**src/hw/rtl/spatial_grid_zone_membership_defines.svh**
```systemverilog
// ----------------------------------------------------------------------------
// spatial grid zone membership assertion macros
// shared concurrent assertion forms for the zone membership block
// ----------------------------------------------------------------------------
`ifndef SPATIAL_GRID_ZONE_MEMBERSHIP_DEFINES_SVH
`define SPATIAL_GRID_ZONE_MEMBERSHIP_DEFINES_SVH

// same-cycle implication
`define SGZM_ASSERT_IMPLY(name, clk, rst, ante, cons) \
  name: assert property (@(posedge clk) disable iff (rst) (ante) |-> (cons)) \
    else $error("sgzm same-cycle check failed");

// next-cycle implication
`define SGZM_ASSERT_NEXT(name, clk, rst, ante, cons) \
  name: assert property (@(posedge clk) disable iff (rst) (ante) |=> (cons)) \
    else $error("sgzm next-cycle check failed");

`endif

```
**src/hw/rtl/sgzm_pkg.sv**
```systemverilog
// ----------------------------------------------------------------------------
// sgzm_pkg
// types and fixed constants of the spatial grid zone membership block
// ----------------------------------------------------------------------------
package sgzm_pkg;

  localparam int KIND_W    = 2;
  localparam int ID_W      = 6;
  localparam int COORD_W   = 9;
  localparam int CFG_W     = 9;
  localparam int CFG_IDX_W = 1;

  localparam logic [KIND_W-1:0] KIND_UPDATE = 2'd0;
  localparam logic [KIND_W-1:0] KIND_REMOVE = 2'd1;
  localparam logic [KIND_W-1:0] KIND_QUERY  = 2'd2;
  localparam logic [KIND_W-1:0] KIND_SPARE  = 2'd3;

  localparam logic [CFG_IDX_W-1:0] REG_LEVEL_WIDTH  = 1'b0;
  localparam logic [CFG_IDX_W-1:0] REG_LEVEL_HEIGHT = 1'b1;

  localparam logic [CFG_W-1:0] LEVEL_SIZE_RESET = 9'd319;

  typedef enum logic [3:0] {
    S_CLEAR,
    S_IDLE,
    S_ACK,
    S_LIST,
    S_DRD,
    S_DWR,
    S_DIVW,
    S_CALC,
    S_ARD,
    S_AWR,
    S_LWR,
    S_QRD,
    S_QACC,
    S_SCAN
  } state_t;

endpackage

```
**src/hw/rtl/sgzm_div.sv**
```systemverilog
// ----------------------------------------------------------------------------
// sgzm_div
// divider of a coordinate by the constant zone size, by reciprocal
// multiplication: the quotient is registered at start, the remainder is
// registered from it while busy
module sgzm_div #(
  parameter int DIVISOR = 20
) (
  input  logic                        clk,
  input  logic                        rst,
  input  logic                        start,
  input  logic [sgzm_pkg::COORD_W-1:0] dividend,
  output logic                        busy,
  output logic [sgzm_pkg::COORD_W-1:0] quotient,
  output logic [sgzm_pkg::COORD_W-1:0] remainder
);
  import sgzm_pkg::*;

  localparam int REC_SHIFT = COORD_W + $clog2(DIVISOR);
  localparam int REC_MUL   = ((1 << REC_SHIFT) + DIVISOR - 1) / DIVISOR;
  localparam int PROD_W    = REC_SHIFT + COORD_W;

  logic [PROD_W-1:0]    prod;
  logic [2*COORD_W-1:0] back;
  logic [COORD_W-1:0]   held;
  logic [COORD_W-1:0]   quo;
  logic [COORD_W-1:0]   rem;
  logic                 pend;

  assign prod = PROD_W'(dividend) * PROD_W'(REC_MUL);
  assign back = (2 * COORD_W)'(quo) * (2 * COORD_W)'(DIVISOR);

  always_ff @(posedge clk) begin
    if (rst) begin
      pend <= 1'b0;
    end else begin
      pend <= start;
    end
  end

  always_ff @(posedge clk) begin
    if (start) begin
      held <= dividend;
      quo  <= prod[REC_SHIFT +: COORD_W];
    end
    if (pend) begin
      rem <= held - back[COORD_W-1:0];
    end
  end

  assign busy      = pend;
  assign quotient  = quo;
  assign remainder = rem;

endmodule

```
**config.mk**
```make
export PLATFORM = sky130hd
export DESIGN_NAME = sgzm_div
export DESIGN_NICKNAME = d
export VERILOG_FILES = /design/src/hw/rtl/spatial_grid_zone_membership_defines.svh /design/src/hw/rtl/sgzm_pkg.sv /design/src/hw/rtl/sgzm_div.sv
export SDC_FILE = /design/constraint.sdc
export NUM_CORES = 1
export LEC_CHECK = 0
export ABC_AREA = 1
export BUFFER_PORTS_ARGS = -buffer_cell sky130_fd_sc_hd__buf_4
export CAP_MARGIN = 10
export CORE_MARGIN = 3
export CORE_UTILIZATION = 64
export DETAILED_ROUTE_END_ITERATION = 6
export PLACE_DENSITY = 0.88
export SLEW_MARGIN = 20
export SYNTH_ARGS = -nofsm -noshare
export SYNTH_HDL_FRONTEND = slang
export SYNTH_SLANG_ARGS = --single-unit
```
**constraint.sdc**
```tcl
create_clock -name clk -period 10.39 [get_ports clk]
set_input_delay 2.078 -clock clk [delete_from_list [all_inputs] [get_ports clk]]
set_output_delay 2.078 -clock clk [all_outputs]
set_load 0.1 [all_outputs]
```
Word-level counts from Yosys, hierarchy flattened

Index checks and enable logic that the tools add are counted.

Input port bits: 12
Memory bits (read-only): 0
Memories: 0
Latch bits: 0
Bits in registers: 24
Bits in writable memories: 0
Logic and storage cells: 7
Output and inout port bits: 19

Mux-type cells: 0
Shift operators: 0
Equal/unequal tests: 0
Div/mod/pow operators: 0
Multiply operators: 2
Magnitude comparators: 0
Bitwise gates (word level): 0
Reductions and logical operators: 0
Add/sub/neg operators: 1

Operator list:

| cell                   | count |
|---|---|
| $mul A9 B8 Y17 const B | 1 |
| $sub A9 B9 Y9          | 1 |
| $mul A5 B3 Y7 const B  | 1 |

Longest topological paths before layout

Depth in word-level cells: 2
Mapped depth: 16
Depth with buffers taken out: 16

Worst setup path after synthesis

Ideal clock, no wire load.

Path type: input -> register
From: in dividend[6] in the netlist's numbering
To: reg quo[4] (netlist: quotient[4]), data pin
Arrival time: 4850 ps
Slack: 5288 ps
Stages on the path: 15
Setup time: 252 ps
Data required time: 10138 ps
Buffers on the path: 0
Cell sequence: ha_1 -> fa_1 -> inv_1 -> fa_1 -> fa_1 -> inv_1 -> ha_1 -> nand2_1 -> nand2_1 -> nand2_1 -> nand2_1 -> a21oi_1 -> nand2_1 -> nand2_1 -> nand2_1

Cells in the longest elaborated chain, start to end: 1

RTL lines:

| element              | line           | text |
|---|---|---|
| from (decl)          | sgzm_div.sv:12 | `input logic [sgzm_pkg::COORD_W-1:0] dividend,` |
| $mul A9 B8 Y17       | sgzm_div.sv:30 | `assign prod = PROD_W'(dividend) * PROD_W'(REC_MUL);` |
| net prod[18]         | sgzm_div.sv:23 | `logic [PROD_W-1:0] prod;` |
| to (signal assigned) | sgzm_div.sv:44 | `quo <= prod[REC_SHIFT +: COORD_W];` |
| to (decl)            | sgzm_div.sv:26 | `logic [COORD_W-1:0] quo;` |

The timed path passes the listed nets, and every way through them passes these cells.
A chain may end at the register's enable or synchronous reset.

Worst setup path after layout

From: in dividend[6] in the netlist's numbering
To: reg quo[1] (netlist: quotient[1]), data pin

Same word-level chain as after synthesis.

==> results.md <==
* Outcome: finished, final reports clean
* Seq pwr share at 0.205
* Largest family of logic cells by synthesized area: adder cells
* 1st-iter DRT viols at 65
* Seq/Total Area, Yosys at 0.279
* Top cells by count, synth: inv_1 (64), ha_1 (57), nand2_1 (46)
* Worst Hold Launch: held[0]$_DFFE_PP_
* Die W at 69.0 um
* Final Hold Fails at 0
* Period minus WS final at 5.16 ns
* Post-synth EDFFs at 23
* Antenna violations before repair at 0
* CTS H-tree depth at 1
* Max Slew Vio Count at 0
* Ys Warns at 0
* Critical Setup Path Class: input port to flip-flop
* Via Count at 1844
* Skew-Pair Late Insertion Delay at 0.27 ns
* Switching Fraction at 0.543
* HP Class: flip-flop to flip-flop
* Asr flop ratio synth at 0
* Synth Area in Compound Gates at 0.0453
* Crit path launch type: input port
* Root Driver: clkbuf_8
* Clock power share at 0.080
* Num CTS Buffers at 3
* Mux contribution to synthesized area at 0
* Final nets at 385
* Highest net fanout along the worst path at 4
* # setup viols final at 0
* Drt wl/cell at ~14 um
* Reg2Reg Depth at 10
* Reg clk slew, reported paths at 0.09 ns
* Pwr dens at 283 nW/um^2
* Cell area after synthesis at 2540 sq um
* Reg2reg setup slack at 7.69 ns
* Post-CTS sizing at 0
* Port-buffer cells at 26
* Fin crit share at 0.497
* WL met2 at 2450 um
* Worst VDD drop at 0.172 mV
* Leak at roughly 1.6 nW
* Clk_skew at around 0.0057 ns
* Setup slack after layout at 5.23 ns
* Post-synthesis adder-cell area fraction at 0.406
* Drt pass-1 iters at 4
* Distinct cells, synth at 29
* Worst R2R End: remainder[8]$_DFFE_PP_
* Simple-Gate Fraction of Synth Area at 0.127
* Switch Pwr at between 400 and 500 uW
* Vias in the first global route at about 1900
* All-Layer GR Usage at 0.213
* Vias per cell at between 5 and 6
* First-pass GRT wire length at 8150 um
* Syn_area_per_cell at 9.42 sq um
* Hold Crit Depth at 0
* Post-route DRC at 0
* Setup TNS at 0 ns
* CTS tree: done
* Post-layout util at 0.757
* Synth Flop Type: edfxtp_1
* Clock Tree Buf Depth at 2
* Layout area overhead at 11.5%
* Routed WL at ~4700 um
* FMAX at between 150 and 200 MHz
* Layout cell share with drive strength beyond 1 at 0.130
* #FFs+latches synth at 24
* R2R Path Start: quotient[1]$_DFFE_PP_
* WP data arrival at roughly 5.2 ns
* RSZ-0062 raised after global routing: false
* Uppermost layer routed: met4
* HPWL Detailed at 4090 um
* Postcts setup bufs at 0
* Setup WS pre-CTS at 4.97 ns
* Leading area contributor after synthesis: ha_1
* Top-count cell post-synth: inv_1
* Largest net degree at the start of global routing at 16
* Routed length on met1 at 1890 um
* Clock sink count at 24
* Top-Level Pins at 31
* Hold-critical path endpoint: remainder[0]$_DFFE_PP_
* # diodes at 0
* GP Congestion at 0.894
* Logic gate share of total power at 0.715
* Hold_buf cts at 0
* Yosys top cell area share at 0.280
* Initial Util at 0.679
* Rows at 22
* Core area at about 3700 sq um
* Die ar. at around 4800 sq um
* Worst endpoint required time at 10.43 ns
* Post-synthesis xor/xnor area fraction at 0.0310
* Number of fill cells at 267
* Die H at 69.0 um
* Tightest hold margin at 0.439 ns
* Global route overflow at 0
* Maxcap violations at 0
* Routed Antenna Nets at 0
* Met3 wire length at 186 um
* Crit path capture type: flip-flop
* Cells after Synth at 270
* Synth area leaders: ha_1 (28%), edfxtp_1 (27%), fa_1 (13%), inv_1 (9.4%), nand2_1 (6.8%)
* Cell-internal power at 367 uW
## area by class of cell
type	count	area [sq um]	area share
inverters	66	248	0.0874
well taps	48	60.1	0.0212
multi-input cells	179	1570	0.553
flip-flops and latches	24	711	0.251
clock buffers	4	55.1	0.0194
repair buffers	26	195	0.0688
## layer usage
metal  global-route usage  vias to the layer above
met4                0.130                        0
li1                     -                      915
met5                    0                        -
met2                0.375                       48
met1                0.244                      862
met3               0.0248                       19
## per-stage QoR
stage / power, mW / std cells / cell area [sq um]
final: 0.803 / 347 / 2840
after global routing: 0.873 / 347 / 2840
after CTS: 0.805 / 347 / 2840
after detailed placement: 0.737 / 343 / 2780
after global placement: 0.711 / 343 / 2780
after floorplan: 0.620 / 273 / 2550
## placed cells by master (no fill, tap or decap)
cell / netlist / routed
inv_1: 64 / 64
ha_1: 57 / 57
nand2_1: 46 / 46
buf_4: 4 / 26
edfxtp_1: 23 / 23
fa_1: 16 / 16
nand3_1: 12 / 12
a21oi_1: 12 / 12
xor2_1: 7 / 7
nor2_1: 4 / 4
conb_1: 1 / 4
clkbuf_8: 0 / 4
nand2_2: 3 / 3
nor3_1: 2 / 2
inv_2: 2 / 2
xnor2_1: 2 / 2
a21o_1: 2 / 2
o21bai_1: 1 / 1
nor2_2: 1 / 1
nor3b_2: 1 / 1
o21ai_0: 1 / 1
a21oi_2: 1 / 1
o21ai_1: 1 / 1
or2_1: 1 / 1
nand4_1: 1 / 1
o31ai_1: 1 / 1
a31oi_1: 1 / 1
nor3_2: 1 / 1
and2_1: 1 / 1
dfxtp_1: 1 / 1
## power groups by stage
stage	logic, mW	clock network (mW)	registers (mW)
after floorplan	0.311	0	0.309
after global placement	0.545	0	0.166
after detailed placement	0.570	0	0.167
after CTS	0.575	0.0644	0.165
after global routing	0.636	0.0689	0.168
final	0.574	0.0644	0.164
## state kept, by name, indices dropped and copies added (netlist names)
name       count
held           9
remainder      9
quotient       5
busy           1
## cell families after synthesis
family | count (synthesis)
other | 1
buffers and inverters | 70
xor gates and xnor gates | 9
DFF | 24
AOI/OAI and AO/OA | 20
and+or+nand+nor | 73
adders and majority gates | 73
## critical path, stage by stage
cell	delay (ns)
buf_4	0.13
ha_1	0.34
fa_1	0.55
inv_1	0.05
fa_1	0.48
fa_1	0.55
inv_1	0.04
ha_1	0.34
nand2_2	0.11
nor2_2	0.05
nand2_1	0.06
o21ai_1	0.07
nor2_1	0.15
nand2_1	0.08
nand2_1	0.07
nand2_1	0.05
## how the worst max path moves through the flow
stage	startpoint	endpoint	slack, ns	cells after the start
detailed placement	dividend[6]	quotient[4]$_DFFE_PP_	4.97	16
floorplan	dividend[6]	quotient[4]$_DFFE_PP_	5.29	15
global route	dividend[6]	quotient[2]$_DFFE_PP_	5.03	16
finish	dividend[6]	quotient[1]$_DFFE_PP_	5.23	16
global placement	dividend[6]	quotient[2]$_DFFE_PP_	5.08	16
CTS	dividend[6]	quotient[1]$_DFFE_PP_	5.23	16
Note: power is estimated with default switching activity, not from simulation.
